==> config.mk <==
export PLATFORM = sky130hd
export DESIGN_NAME = servo_turnout_ramp_sequencer_top
export DESIGN_NICKNAME = d
export VERILOG_FILES = /design/src/rtl/stsq_pkg.sv /design/src/rtl/stsq_in_stage.sv /design/src/rtl/stsq_core.sv /design/src/rtl/servo_turnout_ramp_sequencer_top.sv
export VERILOG_INCLUDE_DIRS = /design/src /design/src/rtl
export SDC_FILE = /design/constraint.sdc
export NUM_CORES = 1
export LEC_CHECK = 0
export BUFFER_PORTS_ARGS = -buffer_cell sky130_fd_sc_hd__buf_2
export CAP_MARGIN = 20
export CORE_MARGIN = 8
export CORE_UTILIZATION = 54
export DETAILED_ROUTE_END_ITERATION = 6
export PLACE_DENSITY = 0.81
export RECOVER_POWER = 100
export SKIP_CTS_REPAIR_TIMING = 1
export SLEW_MARGIN = 15
export SYNTH_ARGS = -nofsm -noshare
export SYNTH_HDL_FRONTEND = slang
export SYNTH_SLANG_ARGS = --single-unit
==> constraint.sdc <==
create_clock -name clk -period 3.9 [get_ports clk]
set_clock_uncertainty 0.05 [all_clocks]
set_input_delay 0.585 -clock clk [delete_from_list [all_inputs] [get_ports clk]]
set_output_delay 0.585 -clock clk [all_outputs]
set_load 0.01 [all_outputs]
==> src/rtl/assert_macros.svh <==
// Assertion macros shared by the RTL of the servo turnout ramp sequencer.
`ifndef ASSERT_MACROS_SVH
`define ASSERT_MACROS_SVH

`ifndef NO_ASSERTIONS

// Checked property, off while reset is high
`define ASSERT_CLK(label, clk, rst, prop, msg) \
  label: assert property (@(posedge clk) disable iff (rst) prop) else $error(msg);

// Checked property, also checked during reset
`define ASSERT_CLK_ALWAYS(label, clk, prop, msg) \
  label: assert property (@(posedge clk) prop) else $error(msg);

`else

`define ASSERT_CLK(label, clk, rst, prop, msg)
`define ASSERT_CLK_ALWAYS(label, clk, prop, msg)

`endif

`endif

==> src/rtl/stsq_pkg.sv <==
// Types and constants of the servo turnout ramp sequencer.
`default_nettype none

package stsq_pkg;

  // Command carried in the input beat's tuser
  typedef enum logic [1:0] {
    FUNC_TICK  = 2'd0,
    FUNC_START = 2'd1,
    FUNC_STOP  = 2'd2
  } func_t;

  // Turnout position code
  typedef enum logic [1:0] {
    POS_PLUS         = 2'd0,
    POS_MINUS        = 2'd1,
    POS_MOVING_PLUS  = 2'd2,
    POS_MOVING_MINUS = 2'd3
  } pos_t;

  // Configuration register indexes
  localparam logic [1:0] CFG_MOVE_STEP  = 2'd0;
  localparam logic [1:0] CFG_BEGIN_HOLD = 2'd1;
  localparam logic [1:0] CFG_END_HOLD   = 2'd2;

  // Configuration reset values
  localparam logic [9:0] MOVE_STEP_RST  = 10'd10;
  localparam logic [7:0] BEGIN_HOLD_RST = 8'd6;
  localparam logic [7:0] END_HOLD_RST   = 8'd25;

  localparam int unsigned IN_DATA_W  = 40;
  localparam int unsigned IN_USER_W  = 2;
  localparam int unsigned OUT_DATA_W = 32;
  localparam int unsigned CFG_DATA_W = 10;

  // Input item: tuser on top, then tdata laid out from its top bit down
  typedef struct packed {
    func_t              func;
    logic [7:0]         servo_channel;
    logic [14:0]        half_width;
    logic signed [15:0] start_angle;
    logic               target_side;
  } in_item_t;

  // Result item, lowest field last
  typedef struct packed {
    logic               done_res;
    pos_t               position;
    logic signed [15:0] out_angle;
    logic [7:0]         out_channel;
    logic               pwm_on;
    logic               busy_res;
  } res_t;

  typedef struct packed {
    logic [9:0] move_step;
    logic [7:0] begin_hold_ticks;
    logic [7:0] end_hold_ticks;
  } cfg_t;

endpackage

`default_nettype wire

==> src/rtl/stsq_in_stage.sv <==
// Input register stage of the servo turnout ramp sequencer.
`default_nettype none

module stsq_in_stage (
  input  wire logic                                   clk,
  input  wire logic                                   rst,
  input  wire logic                                   s_tvalid,
  output logic                                        s_tready,
  input  wire logic [stsq_pkg::IN_DATA_W-1:0]         s_tdata,
  input  wire logic [stsq_pkg::IN_USER_W-1:0]         s_tuser,
  input  wire logic                                   advance,
  output logic                                        in_valid,
  output stsq_pkg::in_item_t                          item
);

  // Space when empty or when the held beat moves on this cycle
  assign s_tready = !in_valid || advance;

  always_ff @(posedge clk) begin
    if (rst) begin
      in_valid <= 1'b0;
    end else if (s_tready) begin
      in_valid <= s_tvalid;
    end
  end

  // Payload, no reset
  always_ff @(posedge clk) begin
    if (s_tvalid && s_tready) begin
      item <= stsq_pkg::in_item_t'({s_tuser, s_tdata});
    end
  end

endmodule

`default_nettype wire

==> src/rtl/stsq_core.sv <==
// Move state and per-item update of the servo turnout ramp sequencer.
`default_nettype none

module stsq_core (
  input  wire logic               clk,
  input  wire logic               rst,
  input  wire logic               fire,
  input  wire stsq_pkg::in_item_t item,
  input  wire stsq_pkg::cfg_t     cfg,
  output stsq_pkg::res_t          res
);

  logic               active, active_next;
  logic               target_minus, target_minus_next;
  logic [7:0]         channel_reg, channel_reg_next;
  logic signed [15:0] angle_reg, angle_reg_next;
  logic [14:0]        width_reg, width_reg_next;
  logic [7:0]         begin_count, begin_count_next;
  logic [7:0]         end_count, end_count_next;
  stsq_pkg::pos_t     position_reg, position_reg_next;
  logic               done;

  logic signed [16:0] angle_dn, angle_up;
  logic signed [15:0] angle_dn_sat, angle_up_sat;
  logic signed [15:0] width_pos, width_neg;
  logic               at_limit;
  logic [7:0]         end_inc;

  // Stepped angles with 16-bit saturation
  assign angle_dn = {angle_reg[15], angle_reg} - $signed({7'b0, cfg.move_step});
  assign angle_up = {angle_reg[15], angle_reg} + $signed({7'b0, cfg.move_step});
  assign angle_dn_sat = (angle_dn[16:15] == 2'b10) ? 16'sh8000 : angle_dn[15:0];
  assign angle_up_sat = (angle_up[16:15] == 2'b01) ? 16'sh7FFF : angle_up[15:0];

  // Travel limits
  assign width_pos = $signed({1'b0, width_reg});
  assign width_neg = -width_pos;
  assign at_limit  = target_minus ? (angle_reg >= width_pos) : (angle_reg <= width_neg);
  assign end_inc   = end_count + 8'd1;

  // Next state for one item
  always_comb begin
    active_next       = active;
    target_minus_next = target_minus;
    channel_reg_next  = channel_reg;
    angle_reg_next    = angle_reg;
    width_reg_next    = width_reg;
    begin_count_next  = begin_count;
    end_count_next    = end_count;
    position_reg_next = position_reg;
    done              = 1'b0;
    case (item.func)
      stsq_pkg::FUNC_START: begin
        target_minus_next = item.target_side;
        angle_reg_next    = item.start_angle;
        width_reg_next    = item.half_width;
        channel_reg_next  = item.servo_channel;
        begin_count_next  = 8'd0;
        end_count_next    = 8'd0;
        position_reg_next = item.target_side ? stsq_pkg::POS_MOVING_MINUS
                                             : stsq_pkg::POS_MOVING_PLUS;
        active_next       = 1'b1;
      end
      stsq_pkg::FUNC_STOP: begin
        if (active) begin
          active_next = 1'b0;
          done        = 1'b1;
        end
      end
      stsq_pkg::FUNC_TICK: begin
        if (active) begin
          if (begin_count < cfg.begin_hold_ticks) begin
            begin_count_next = begin_count + 8'd1;
          end else if (at_limit) begin
            end_count_next = end_inc;
            if (end_inc >= cfg.end_hold_ticks) begin
              position_reg_next = target_minus ? stsq_pkg::POS_MINUS : stsq_pkg::POS_PLUS;
              active_next       = 1'b0;
              done              = 1'b1;
            end
          end else begin
            angle_reg_next = target_minus ? angle_up_sat : angle_dn_sat;
          end
        end
      end
      default: begin
        // unused command code: the state is left unchanged
      end
    endcase
  end

  // Result of this item
  always_comb begin
    res.busy_res    = active_next;
    res.pwm_on      = active_next;
    res.out_channel = channel_reg_next;
    res.out_angle   = angle_reg_next;
    res.position    = position_reg_next;
    res.done_res    = done;
  end

  // Control state
  always_ff @(posedge clk) begin
    if (rst) begin
      active       <= 1'b0;
      target_minus <= 1'b0;
      channel_reg  <= 8'd0;
      angle_reg    <= 16'sd0;
      width_reg    <= 15'd0;
      begin_count  <= 8'd0;
      end_count    <= 8'd0;
      position_reg <= stsq_pkg::POS_PLUS;
    end else if (fire) begin
      active       <= active_next;
      target_minus <= target_minus_next;
      channel_reg  <= channel_reg_next;
      angle_reg    <= angle_reg_next;
      width_reg    <= width_reg_next;
      begin_count  <= begin_count_next;
      end_count    <= end_count_next;
      position_reg <= position_reg_next;
    end
  end

endmodule

`default_nettype wire

==> src/rtl/servo_turnout_ramp_sequencer_top.sv <==
// Servo turnout ramp sequencer: top level with configuration and result register.
//
// Input stream s_*: one beat per command. s_tuser carries the command
// (tick, start, stop); s_tdata carries the start parameters. Output stream
// m_*: exactly one result beat per input beat, in order.
// Configuration: cfg_we/cfg_index/cfg_data write move step, begin hold and
// end hold; write only while no beat is in flight.
// Path: an accepted beat is held in the input register until the result
// register is free; the move update is combinational and is registered in
// the result register, from which the result is offered on m_*.
// Throughput: one beat per cycle while m_tready stays high; the move
// registers update once for each beat that advances to the result register.
// Stall: when m_tready is low the result register holds, the input register
// still takes one more beat, then s_tready drops until the result is taken.
// Reset: rst (synchronous) empties both registers, sets the turnout idle at
// the plus position with angle and channel zero, and restores the register
// defaults (step 10, begin hold 6, end hold 25).
`default_nettype none
`include "assert_macros.svh"

module servo_turnout_ramp_sequencer_top (
  input  wire logic                                 clk,
  input  wire logic                                 rst,
  input  wire logic                                 s_tvalid,
  output logic                                      s_tready,
  // target_side[0], start_angle[16:1], half_width[31:17], servo_channel[39:32]
  input  wire logic [stsq_pkg::IN_DATA_W-1:0]       s_tdata,
  // func[1:0]
  input  wire logic [stsq_pkg::IN_USER_W-1:0]       s_tuser,
  output logic                                      m_tvalid,
  input  wire logic                                 m_tready,
  // busy_res[0], pwm_on[1], out_channel[9:2], out_angle[25:10],
  // position[27:26], done_res[28], zero fill [31:29]
  output logic [stsq_pkg::OUT_DATA_W-1:0]           m_tdata,
  input  wire logic                                 cfg_we,
  input  wire logic [1:0]                           cfg_index,
  input  wire logic [stsq_pkg::CFG_DATA_W-1:0]      cfg_data
);

  logic               in_valid;
  logic               advance;
  stsq_pkg::in_item_t item;
  stsq_pkg::cfg_t     cfg;
  stsq_pkg::res_t     res;
  stsq_pkg::res_t     res_q;

  // Held beat moves on when the result register is free
  assign advance = in_valid && (!m_tvalid || m_tready);

  stsq_in_stage u_in_stage (
    .clk      (clk),
    .rst      (rst),
    .s_tvalid (s_tvalid),
    .s_tready (s_tready),
    .s_tdata  (s_tdata),
    .s_tuser  (s_tuser),
    .advance  (advance),
    .in_valid (in_valid),
    .item     (item)
  );

  stsq_core u_core (
    .clk  (clk),
    .rst  (rst),
    .fire (advance),
    .item (item),
    .cfg  (cfg),
    .res  (res)
  );

  // Configuration registers
  always_ff @(posedge clk) begin
    if (rst) begin
      cfg.move_step        <= stsq_pkg::MOVE_STEP_RST;
      cfg.begin_hold_ticks <= stsq_pkg::BEGIN_HOLD_RST;
      cfg.end_hold_ticks   <= stsq_pkg::END_HOLD_RST;
    end else if (cfg_we) begin
      case (cfg_index)
        stsq_pkg::CFG_MOVE_STEP:  cfg.move_step        <= cfg_data;
        stsq_pkg::CFG_BEGIN_HOLD: cfg.begin_hold_ticks <= cfg_data[7:0];
        stsq_pkg::CFG_END_HOLD:   cfg.end_hold_ticks   <= cfg_data[7:0];
        default: begin
          // no register at this index
        end
      endcase
    end
  end

  // Result register
  always_ff @(posedge clk) begin
    if (rst) begin
      m_tvalid <= 1'b0;
    end else if (advance) begin
      m_tvalid <= 1'b1;
    end else if (m_tready) begin
      m_tvalid <= 1'b0;
    end
  end

  always_ff @(posedge clk) begin
    if (advance) begin
      res_q <= res;
    end
  end

  assign m_tdata = {3'b000, res_q};

  // A finished or stopped move is never reported busy
  `ASSERT_CLK(a_done_not_busy, clk, rst, m_tvalid |-> !(res_q.done_res && res_q.busy_res), "done with busy")
  // A busy result always shows a moving position
  `ASSERT_CLK(a_busy_moving, clk, rst, (m_tvalid && res_q.busy_res) |-> res_q.position[1], "busy not moving")
  // Input only back-pressures when the result register is stalled
  `ASSERT_CLK(a_stall_cause, clk, rst, !s_tready |-> (m_tvalid && !m_tready), "stall without cause")
  // Both registers empty straight after a reset edge
  `ASSERT_CLK_ALWAYS(a_reset_empty, clk, rst |=> (!m_tvalid && s_tready), "not empty after reset")

endmodule

`default_nettype wire
---- Word-level counts from Yosys, hierarchy flattened ----
Index checks and enable logic that the tools add are counted.
cells by class
  equality and inequality tests ........... 10
  muxes and demuxes ....................... 36
  reductions and logical operators ........ 16
  $add $sub $neg .......................... 5
  order comparisons ....................... 4
operator list
  kind                   count
  $mux W16               6
  $mux W8                6
  $pmux W16 S2           1
  $pmux W8 S2            2
  $add A16 B11 Y17       1
  $sub A16 B11 Y17       1
  $add A8 B1 Y8 const B  2
  $ge A16 B16 Y1         1
  $le A16 B16 Y1         1
  $neg A15 Y16           1
  $mux W1                14
  $ge A8 B8 Y1           1
  $lt A8 B8 Y1           1
  $mux W2                4
  $reduce_and A2 Y1      4
  $eq A2 B1 Y1 const B   3
  $eq A2 B2 Y1 const B   3
  $ne A2 B1 Y1 const B   3
  $reduce_and A5 Y1      1
  $logic_not A2 Y1       2
  $pmux W2 S2            1
  $reduce_and A4 Y1      1
  $reduce_bool A2 Y1     2
  $pmux W1 S3            1
  5 further kinds        8
word-level totals
  logic and storage cells ................. 94
  bits of input ports ..................... 59
  bits in registers ....................... 157
  output and inout bits ................... 34

---- Longest topological paths before layout ----
Gate-level depths: netlist (run 1).
  depth in word-level cells ............... 8
  gate-level depth with buffers ........... 16
  mapped depth without buffers ............ 15

---- Modules after synthesis ----
A second synthesis (run 1) with hierarchy kept.
second synthesis, totals
  cell total of the unflattened synthesis .. 1012
  area total of the unflattened synthesis .. 9429.0 µm²
modules (own cells, without submodules)
  module                            seq. area each (µm²)  cells each  times used  area an instance (µm²)
  stsq_core                         1181.1                822         1           6084.6
  servo_turnout_ramp_sequencer_top  1411.4                143         1           2028.2
  stsq_in_stage                     1281.2                47          1           1316.3

---- Worst setup path before layout (run 1) ----
Ideal clock, no wire load.
  path kind ............................... register -> register
  start point ............................. register u_core.width_reg[3]
  end point ............................... register u_core.angle_reg[1]
  slack ................................... 0.270 ns
  setup time .............................. 0.068 ns
  stages on the path, launching flop included .. 16
  required time ........................... 3.782 ns
  path buffers ............................ 0
  period minus slack after synthesis ...... 3.630 ns
  arrival time ............................ 3.513 ns
  path through ............................ dfxtp_1 -> inv_1 -> nand4_1 -> nor4_1 -> nand3_1 -> nor4_1 -> xnor2_1 -> ha_1 -> a21oi_1 -> a21oi_1 -> a2111o_1 -> o31a_1 -> a311o_1 -> and2_4 -> o32a_1 -> o21ai_2
on the way
  cells in the longest elaborated chain, start to end .. 7
  elaborated cells between the ends (all ways) .. 8
  classes of those cells .................. add/sub: 1; order compare: 2; mux: 5
RTL lines
  item                    RTL line          source
  from (decl)             stsq_core.sv:17   logic [14:0] width_reg, width_reg_next;
  from (signal assigned)  stsq_core.sv:118  width_reg <= width_reg_next;
  $neg A15 Y16            stsq_core.sv:37   assign width_neg = -width_pos;
  $le A16 B16 Y1          stsq_core.sv:38   assign at_limit = target_minus ? (angle_reg >= width_pos) : (angle_reg <= width_neg);
  $mux W1 *               stsq_core.sv:38
  $mux W16 *              stsq_core.sv:74   end else if (at_limit) begin
  $mux W16 *              stsq_core.sv:72   if (begin_count < cfg.begin_hold_ticks) begin
  $mux W16 *              stsq_core.sv:71   if (active) begin
  $pmux W16 S2 *          stsq_core.sv:52   case (item.func)
  to (signal assigned)    stsq_core.sv:117  angle_reg <= angle_reg_next;
  to (decl)               stsq_core.sv:16   logic signed [15:0] angle_reg, angle_reg_next;
Every way passes the cells marked *; elsewhere a longest branch is shown, timed or not.
A chain may end at the register's enable or synchronous reset.

==> out/metrics.cfg, run 1 <==
[synthesis]
synth_area_leaders=edfxtp_1 23%, dfxtp_1 19%, ha_1 9.5%
synth-edff-count=70
synth.distinct_cells=85
yosysSeqAreaShare=0.4272
synthSimpleGateAreaFrac=0.1791
async_flop_share=0
synthMuxAreaShare=0.02851
synthFlopType=dfxtp_1
synth_top_area_frac=0.2336
synth_seq_cells=157
yosysTopAreaCell=edfxtp_1
syn_area_per_cell_sq_um=9.324
synth_compound_area_frac=0.1730
postSynthCellCount=965
yosys.area_share.adder=0.09901
mappedNetlistArea_sq_um=8997
ys.warnings.count=0
synth_top_family_by_area=simple AND/OR/NAND/NOR gates
synth_xor_area_frac=0.03991

[layout]
largest_reg_flops=42
top_register=u_in_stage.item
instances_no_fill=1296
post-route-util=0.6362
fillers=1352
layout-drive-gt1-share=0.1822
fin_nets=1192
synthToLayoutAreaGrowth_pct=16.44
stdcell_area_sq_um=10480
antenna_cells=0

[timing]
finalHoldViolCount=0
rsz0062_at_grt=yes
setup_slack_ps=-51.15
setup_violations=8
post-route-period-util=1.013
layout_min_cycle_time_ps=3951
worst_slew_pin_slew_ps=1724
tns_ps=-240.7
slew_headroom=-0.1495
max_freq_ghz=0.2531
drv_slew=71

[floorplanning]
start_util=0.5464
chipHeight_um=145.1
dieArea_sq_um=21050
chipWidth_um=145.1
io_pins=93
core-area_sq_um=16470
num_rows=47

[hold_path]
worstHoldStart=s_tdata[30]
min_path_cells=1
hold_path_class=in -> reg
min_to=u_in_stage.item[30]$_DFFE_PP_

[grt]
antenna_found_initial=0
grt_util_all_layers=0.2179
grt_max_degree=43
overflow=0
grt_pass1_vias=7320
grt_first_pass_wirelength_um=37320

[place]
port_buffers=89
dp_hpwl_um=16810
pre_cts_slack_ps=-27.09
placed_cells=1253
place_area_sq_um=9694
gp_congestion=0.9168

[critical_path]
crit_type=reg -> reg
rr_endpoint=m_tdata[10]$_DFFE_PP_
cp-end-kind=flip-flop
reg2reg_depth=17
critPathLaunchType=flip-flop
path_max_fanout=5
r2r_slack_ps=-50
reg2reg_from=u_core.width_reg[5]$_SDFFE_PP0P_
crit_required_ps=4160
arrival_ps=4210

[route]
drcViolationCount=0
via_count=7582
wl_per_cell_um=18.23
drt-total-wl_um=23630
drtIter0Drc=939
dr.pass1.iters=6
detail-route-antenna-nets=0
via_per_inst=5.850

[power_and_ir_drop]
power_density_nw_per_um2=384.1
peakVddDrop_v=0.0003367
leakage_uw=0.004181

[clock_network]
cts_root_buf=clkbuf_16
cts_tree=yes
cts_sinks=157
cts_made_buffers=17
clk_latency_ps=430
clk_pin_slew_worst_paths_ps=70
cts-htree-levels=4
cts_buffer_depth=2

[run_status]
run_status=finished with violations
violations=capacitance limit, slew limit, setup timing

[run]
cap_violations=2

synthesized netlist by cell type, types with 4 or more instances:
master / n
a211o_1: 5
a21o_1: 10
a21oi_1: 63
a22oi_1: 7
a311oi_2: 5
a31oi_1: 6
and2_1: 5
and3_1: 5
buf_2: 4
buf_4: 6
clkbuf_1: 32
dfxtp_1: 87
edfxtp_1: 70
ha_1: 68
inv_1: 68
mux2_2: 9
mux2i_1: 14
nand2_1: 97
nand2b_1: 16
nand3_1: 28
nand3b_1: 4
nand4_1: 17
nor2_1: 104
nor2b_1: 8
nor3_1: 32
nor4_1: 8
o211ai_1: 13
o21a_1: 5
o21ai_0: 30
o21ai_1: 4
o21ba_2: 4
o22ai_1: 5
or3_1: 5
xnor2_1: 29
xor2_1: 12
cells in the final DEF, fill, tap and decap left out, types with 14 or more instances in the layout:
cell type  synthesis  routed
buf_4              6      28
a21oi_1           63      61
o21ai_0           30      28
xnor2_1           29      29
ha_1              68      68
dfxtp_1           87      84
mux2i_1           14      14
buf_2              4      58
nor2_1           104      99
nor3_1            32      28
edfxtp_1          70      70
nand2b_1          16      16
clkbuf_16          0      19
nand2_1           97      93
nand4_1           17      17
clkbuf_1          32      37
inv_1             68      64
nand3_1           28      26
cells by family after synthesis:
kind of cell | after synthesis
flops | 157
buf+inv | 115
mux | 24
compound gates | 214
xor+xnor | 41
other cells | 1
fa+ha+maj | 70
simple gates | 343
per-stage QoR:
stage | hold slack [ps] | power (uW)
6_report | 274.4 | 4023
5_1_grt | 262.5 | 4165
4_1_cts | 264.3 | 3990
3_5_place_dp | 409.1 | 2377
3_3_place_gp | 394.7 | 2366
2_1_floorplan | 386.3 | 2219
critical path, stage by stage, from the launching register on:
cell and delay, ps:
dfxtp_2 330, inv_2 50, nand4_1 150, nor4_1 310, buf_4 180, nand3_4 110
nor4_4 240, xnor2_1 120, ha_1 350, nand2_1 90, o211ai_1 90, a2111o_1 450
o31a_1 340, o21ai_2 250, buf_2 210, o21ba_2 160, o21ai_0 150, o21ba_2 200
final cells by class:
cell class	instances	area [sq um]	share of cell area
Timing Repair Buffer	124	660.6	0.06306
Tap cell	220	275.3	0.02627
Clock buffer	23	500.5	0.04777
Multi-Input combinational cell	695	4863	0.4642
Sequential cell	157	3847	0.3673
Clock inverter	9	73.82	0.007046
Inverter	68	255.2	0.02436
power by group:
part / switching (uW) / leakage [uW] / internal, uW
Combinational: 330 / 0.00251 / 219
Sequential: 52.0 / 0.00139 / 1800
Clock: 707 / 0.000285 / 920
Total: 1090 / 0.00418 / 2930
routing by layer:
layer	vias up	share of wire	GRT usage
met5	-	0	0
met4	0	0.030	0.09370
met3	46	0.088	0.05815
met2	346	0.45	0.3418
met1	3542	0.43	0.2784
li1	3648	-	-
how the worst max path moves through the flow:
| stage | from | depth (start not counted) | slack (ps) | end |
|---|---|---|---|---|
| 2_1_floorplan | u_core.width_reg[3]$_SDFFE_PP0P_ | 15 | 270 | u_core.angle_reg[1]$_SDFFE_PP0P_ |
| 3_3_place_gp | u_core.width_reg[4]$_SDFFE_PP0P_ | 17 | 150 | m_tdata[21]$_DFFE_PP_ |
| 3_5_place_dp | u_core.width_reg[4]$_SDFFE_PP0P_ | 17 | -30 | m_tdata[21]$_DFFE_PP_ |
| 4_1_cts | u_core.width_reg[4]$_SDFFE_PP0P_ | 17 | -70 | m_tdata[21]$_DFFE_PP_ |
| 5_1_grt | u_core.width_reg[5]$_SDFFE_PP0P_ | 17 | -240 | m_tdata[10]$_DFFE_PP_ |
| 6_report | u_core.width_reg[5]$_SDFFE_PP0P_ | 17 | -50 | m_tdata[10]$_DFFE_PP_ |
Note: power is estimated with default switching activity, not from simulation.
==> run 2: changes to the inputs <==
HOLD_SLACK_MARGIN = 0.15   (was not set)
SYNTH_HIERARCHICAL = 1   (was not set)
==> out/metrics.cfg, run 2 <==
[synthesis]
synth_xor_area_frac=0.03901  ; -0.0008983
synth_compound_area_frac=0.1923  ; +0.01928
synth_top_family_by_area=compound AO/OA/AOI/OAI gates
postSynthCellCount=1012  ; +4.9%
synthMuxAreaShare=0.03397  ; +0.005462
synth.distinct_cells=92  ; +8.2%
synth_top_area_frac=0.2261  ; -0.007511
async_flop_share=0  ; unchanged
yosys.area_share.adder=0.09448  ; -0.004533
mappedNetlistArea_sq_um=9429  ; +4.8%
synth_seq_cells=158  ; +0.64%
syn_area_per_cell_sq_um=9.317  ; about the same
synth-edff-count=71  ; +1.4%
synthFlopType=dfxtp_1
synthSimpleGateAreaFrac=0.1737  ; -0.005413
yosysMostFrequentCell=nand2_1
yosysTopAreaCell=edfxtp_1
synth_area_leaders=edfxtp_1 23%, dfxtp_1 18%, ha_1 9.0%
ys_top_cells_by_count=112 x nand2_1, 90 x nor2_1, 87 x dfxtp_1
yosysSeqAreaShare=0.4108  ; -0.01637
ys.warnings.count=6  ; +6

[grt]
overflow=0  ; unchanged
grt_util_all_layers=0.2226  ; +0.004792
grt_pass1_vias=7737  ; +5.7%
antenna_found_initial=0  ; unchanged
grt_first_pass_wirelength_um=39090  ; +4.8%
grt_max_degree=89  ; +110%

[place]
place_area_sq_um=10160  ; +4.8%
port_buffers=89  ; unchanged
placed_cells=1308  ; +4.4%
gp_congestion=0.9649  ; +5.2%
dp_hpwl_um=17660  ; +5.1%

[power_and_ir_drop]
p_comb_frac=0.169  ; +0.033
power_density_nw_per_um2=401.6  ; +4.6%
seq_power_share=0.432  ; -0.027
leakage_uw=0.004453  ; +6.5%
swShare=0.2765  ; +0.005777
p_int_uw=3150  ; +7.4%
p_sw_uw=1204  ; +11%
peakVddDrop_v=0.0003187  ; -5.3%
clock_power_share=0.399  ; -0.005

[timing]
max_freq_ghz=0.2681  ; +5.9%
hold-worst-slack_ps=275.7  ; +1.262 ps
setup_violations=0  ; -8
worst_slew_pin_slew_ps=831.9  ; -892.5 ps
slew_headroom=0.4454  ; +0.5950
layout_min_cycle_time_ps=3730  ; -221.6 ps
rsz0062_at_grt=yes
tns_ps=0  ; +240.7 ps
finalHoldViolCount=0  ; unchanged
post-route-period-util=0.9563  ; -0.05682
drv_slew=0  ; -100%

[route]
via_per_inst=5.919  ; +1.2%
drcViolationCount=0  ; unchanged
routed-wl-met3_um=1818  ; -13%
routed.top_layer=met4
via_count=7931  ; +4.6%
drtIter0Drc=734  ; -22%
detail-route-antenna-nets=0  ; unchanged
wl_met1_um=10570  ; +4.5%
wl_per_cell_um=18.34  ; +0.57%
dr_wl_met2_um=11390  ; +6.3%
dr.pass1.iters=5  ; -1
drt-total-wl_um=24570  ; +4.0%

[critical_path]
crit_required_ps=4180  ; +20 ps
slowest_stage=dfxtp_1
path_max_fanout=16  ; +11
critPathLaunchType=flip-flop
crit_family=simple AND/OR/NAND/NOR gates
crit_type=reg -> reg
cp_cell_sequence=nor4_4, nand2_2, nor4_4, nand2_2, buf_4, nor2_1, xnor2_1, ha_1, nand4_1, nor4_2, o21ai_1, a31o_2, a31o_4, nand2_4, buf_8, a32oi_1, a311oi_1
critical-path-max-stage-delay_ps=330  ; -120 ps
cp-end-kind=flip-flop
arrival_ps=4000  ; -210 ps
crit_buf_inv=2  ; -1

[layout]
instances_no_fill=1340  ; +3.4%
antenna_cells=0  ; unchanged
synthToLayoutAreaGrowth_pct=14.97
fillers=1376  ; +1.8%
mostFrequentLayoutCells=110 x nand2_1, 90 x nor2_1, 88 x buf_2
stdcell_area_sq_um=10840  ; +3.5%
final_common_cell=nand2_1
top_register=u_in_stage/item
layout-drive-gt1-share=0.1794  ; -0.002784
fin_nets=1231  ; +3.3%
largest_reg_flops=42  ; unchanged

[floorplanning]
num_rows=48  ; +2.1%
io_pins=93  ; unchanged
start_util=0.5490  ; +0.002522
chipHeight_um=148.1  ; +2.1%
chipWidth_um=148.1  ; +2.1%
core-area_sq_um=17180  ; +4.3%
dieArea_sq_um=21950  ; +4.3%

[clock_network]
cts_root_buf=clkbuf_16
clk_pin_slew_worst_paths_ps=70  ; about the same
cts_tree=yes
cts_sinks=158  ; +0.64%
cts-htree-levels=4  ; unchanged
cts_buffer_depth=2  ; unchanged
cts_made_buffers=17  ; unchanged
clk_latency_ps=430  ; about the same

[hold_path]
hold_path_class=in -> reg

[run]
cap_violations=0  ; -2

[run_status]
run_status=completed

[run 2: metal layers]
metal  vias to the layer above  global-route usage
li1                       3805                   -
met1                      3731              0.2809
met2                       334              0.3628
met3                        61             0.04771
met4                         0             0.09383
met5                         -                   0
[run 2: worst reg2reg max path: cells and delay by family, from the launching register on]
| family | cells | cell delay, ps |
|---|---|---|
| compound gates | 5 | 1180 |
| xor+xnor | 1 | 80 |
| fa+ha+maj | 1 | 310 |
| buf+inv | 2 | 310 |
| flops | 1 | 330 |
| simple gates | 8 | 1360 |
[run 2: area by class of cell]
cell class,count,area (sq um),share of cell area
Multi-Input combinational cell,737,5110,0.4714
Tap cell,225,281.5,0.02597
Clock inverter,13,177.7,0.01639
Inverter,68,255.2,0.02355
Timing Repair Buffer,120,709.4,0.06544
Clock buffer,19,432.9,0.03994
Sequential cell,158,3874,0.3573
[run 2: worst paths after layout]
check	startpoint	end	slack [ps]	cells past startpoint
hold / removal	s_tdata[34]	u_in_stage/item[34]$_DFFE_PP_	280	1
hold reg to reg	cfg[8]$_SDFFE_PP0P_	cfg[8]$_SDFFE_PP0P_	420	2
setup / recovery	u_core/width_reg[5]$_SDFFE_PP0P_	u_core/angle_reg[14]$_SDFFE_PP0P_	170	17
setup reg to reg	u_core/width_reg[5]$_SDFFE_PP0P_	u_core/angle_reg[14]$_SDFFE_PP0P_	170	17
[run 2: logic make-up after synthesis]
| logic type | count (synthesis) |
|---|---|
| buffers and inverters | 119 |
| AOI/OAI and AO/OA | 252 |
| other | 1 |
| adders and majority gates | 70 |
| xor gates and xnor gates | 42 |
| DFF | 158 |
| and+or+nand+nor | 338 |
| muxes | 32 |
[run 2: power groups by stage]
stage | registers [uW] | clock network (uW) | logic (uW)
floorplan | 1900 | 0 | 489
global placement | 1910 | 0 | 685
detailed placement | 1910 | 0 | 699
CTS | 1880 | 1760 | 707
global route | 1890 | 1820 | 805
finish | 1880 | 1740 | 734
[run 2: per-stage QoR]
step / setup WS [ps] / total power (uW) / utilization
final: 170.4 / 4354 / 0.6311
after global routing: -90.54 / 4514 / 0.6311
after CTS: -194.2 / 4344 / 0.6268
after detailed placement: -172.6 / 2614 / 0.5913
after global placement: -29.04 / 2598 / 0.5913
after floorplan: 13.17 / 2393 / -
==> run 3: changes to the inputs <==
CTS_BUF_LIST = sky130_fd_sc_hd__clkbuf_16   (was not set)
==> out/metrics.cfg, run 3 (synthesized netlist as in run 2, its figures left out) <==
[power_and_ir_drop]
peakVddDrop_v=0.0003172  ; -0.47%
p_int_uw=3145  ; -0.17%
p_comb_frac=0.169  ; about the same
p_total_uw=4344  ; -0.22%
leakage_uw=0.004461  ; +0.19%
swShare=0.2761  ; -0.0003376
p_sw_uw=1200  ; -0.34%
power_density_nw_per_um2=400.8  ; -0.22%
clock_power_share=0.398  ; about the same
seq_power_share=0.433  ; about the same

[layout]
regArea_sq_um=3874  ; unchanged
post-route-util=0.6311  ; unchanged
synthToLayoutAreaGrowth_pct=14.97  ; unchanged
final_common_cell=nand2_1
antenna_cells=0  ; unchanged
multi_input_area_sq_um=5110  ; unchanged
largest_reg_flops=42  ; unchanged
fin_nets=1231  ; unchanged
mostFrequentLayoutCells=110 x nand2_1, 90 x nor2_1, 88 x buf_2
fillers=1376  ; unchanged
top_register=u_in_stage/item
layout-drive-gt1-share=0.1794  ; unchanged

[critical_path]
crit_buf_inv=2  ; unchanged
crit_required_ps=4170  ; about the same
path_max_fanout=16  ; unchanged
slowest_stage=dfxtp_1
crit_type=reg -> reg
arrival_ps=4000  ; about the same
r2r_slack_ps=170  ; about the same
critPathLaunchType=flip-flop
cp-end-kind=flip-flop
reg2reg_depth=17  ; unchanged
cp_cell_sequence=nor4_4, nand2_2, nor4_4, nand2_2, buf_4, nor2_1, xnor2_1, ha_1, nand4_1, nor4_2, o21ai_1, a31o_2, a31o_4, nand2_4, buf_8, a32oi_1, a311oi_1
critical-path-max-stage-delay_ps=330  ; about the same
rr_endpoint=u_core/angle_reg[14]$_SDFFE_PP0P_
crit_family=simple AND/OR/NAND/NOR gates
reg2reg_from=u_core/width_reg[5]$_SDFFE_PP0P_

[grt]
overflow=0  ; unchanged
grt_pass1_vias=7737  ; unchanged
grt_util_all_layers=0.2226  ; unchanged
antenna_found_initial=0  ; unchanged
grt_first_pass_wirelength_um=39090  ; unchanged
grt_max_degree=89  ; unchanged

[floorplanning]
chipHeight_um=148.1  ; unchanged
core-area_sq_um=17180  ; unchanged
num_rows=48  ; unchanged
io_pins=93  ; unchanged
chipWidth_um=148.1  ; unchanged
start_util=0.5490  ; unchanged
dieArea_sq_um=21950  ; unchanged

[route]
via_per_inst=5.947  ; +0.48%
detail-route-antenna-nets=0  ; unchanged
drtIter0Drc=777  ; +5.9%
dr.pass1.iters=6  ; +1
drcViolationCount=0  ; unchanged
wl_per_cell_um=18.35  ; about the same
via_count=7969  ; +0.48%
drt-total-wl_um=24590  ; about the same

[hold_path]
worstHoldStart=s_tdata[24]
min_to=u_in_stage/item[24]$_DFFE_PP_
min_path_cells=1  ; unchanged
hold_path_class=in -> reg

[timing]
finalHoldViolCount=0  ; unchanged
setup_violations=0  ; unchanged
slew_headroom=0.4420  ; -0.003450
worst_slew_pin_slew_ps=837.0  ; +5.176 ps
rsz0062_at_grt=yes
drv_slew=0  ; unchanged
max_freq_ghz=0.2680  ; about the same
post-route-period-util=0.9567  ; about the same
layout_min_cycle_time_ps=3731  ; +1.477 ps

[run_status]
run_status=completed

[place]
port_buffers=89  ; unchanged
dp_hpwl_um=17660  ; unchanged
gp_congestion=0.9649  ; unchanged

[clock_network]
clk_pin_slew_worst_paths_ps=60  ; about the same
cts_sinks=158  ; unchanged
cts_buffer_depth=2  ; unchanged
cts-htree-levels=4  ; unchanged
cts_made_buffers=17  ; unchanged
cts_tree=yes
clk_latency_ps=430  ; about the same
cts_root_buf=clkbuf_16

[run]
cap_violations=0  ; unchanged

==> run 3: layout make-up <==
type,instances,share of cell area
inverter,68,0.02355
timing repair buffer,120,0.06544
clock inverter,15,0.01708
tap,225,0.02597
multi-input combinational,737,0.4714
sequential,158,0.3573
clock buffer,17,0.03924
==> run 3: worst max-delay path by stage <==
stage	slack, ps	startpoint	end	cells after the start
2_1_floorplan	10	u_core/width_reg[2]$_SDFFE_PP0P_	m_tdata[12]$_DFFE_PP_	16
3_3_place_gp	-30	u_core/width_reg[2]$_SDFFE_PP0P_	u_core/angle_reg[12]$_SDFFE_PP0P_	16
3_5_place_dp	-170	u_core/width_reg[2]$_SDFFE_PP0P_	u_core/angle_reg[12]$_SDFFE_PP0P_	16
4_1_cts	-190	u_core/width_reg[2]$_SDFFE_PP0P_	u_core/angle_reg[12]$_SDFFE_PP0P_	16
5_1_grt	-90	u_core/width_reg[5]$_SDFFE_PP0P_	u_core/angle_reg[14]$_SDFFE_PP0P_	17
6_report	170	u_core/width_reg[5]$_SDFFE_PP0P_	u_core/angle_reg[14]$_SDFFE_PP0P_	17
==> run 3: worst reg2reg max path, stage by stage, from the launching register on <==
cell and delay [ps]:
dfxtp_1 330, nor4_4 330, nand2_2 120, nor4_4 180
nand2_2 100, buf_4 140, nor2_1 100, xnor2_1 80
ha_1 310, nand4_1 140, nor4_2 280, o21ai_1 150
a31o_2 290, a31o_4 260, nand2_4 120, buf_8 170
a32oi_1 150, a311oi_1 330
==> run 3: per-stage QoR <==
step / setup slack [ps] / cells / hold WS (ps) / area, sq um / TNS (ps)
floorplan: 13.17 / 1014 / 386.3 / 9437 / 0
global placement: -29.04 / 1308 / 396.5 / 10160 / -29.04
detailed placement: -172.6 / 1308 / 416.3 / 10160 / -1004
CTS: -194.2 / 1340 / 260.8 / 10770 / -1421
global route: -90.54 / 1340 / 260.3 / 10840 / -262.7
finish: 169.0 / 1340 / 275.4 / 10840 / 0
==> run 3: power by group through the flow <==
| stage | combinational (uW) | sequential (uW) | clock (uW) |
|---|---|---|---|
| 2_1_floorplan | 489 | 1900 | 0 |
| 3_3_place_gp | 685 | 1910 | 0 |
| 3_5_place_dp | 699 | 1910 | 0 |
| 4_1_cts | 707 | 1880 | 1750 |
| 5_1_grt | 805 | 1890 | 1820 |
| 6_report | 733 | 1880 | 1730 |
==> run 3: layer usage <==
metal  share of wire  track usage
met5               0            0
met4           0.028      0.09383
met3           0.077      0.04771
met2            0.47       0.3628
met1            0.43       0.2809
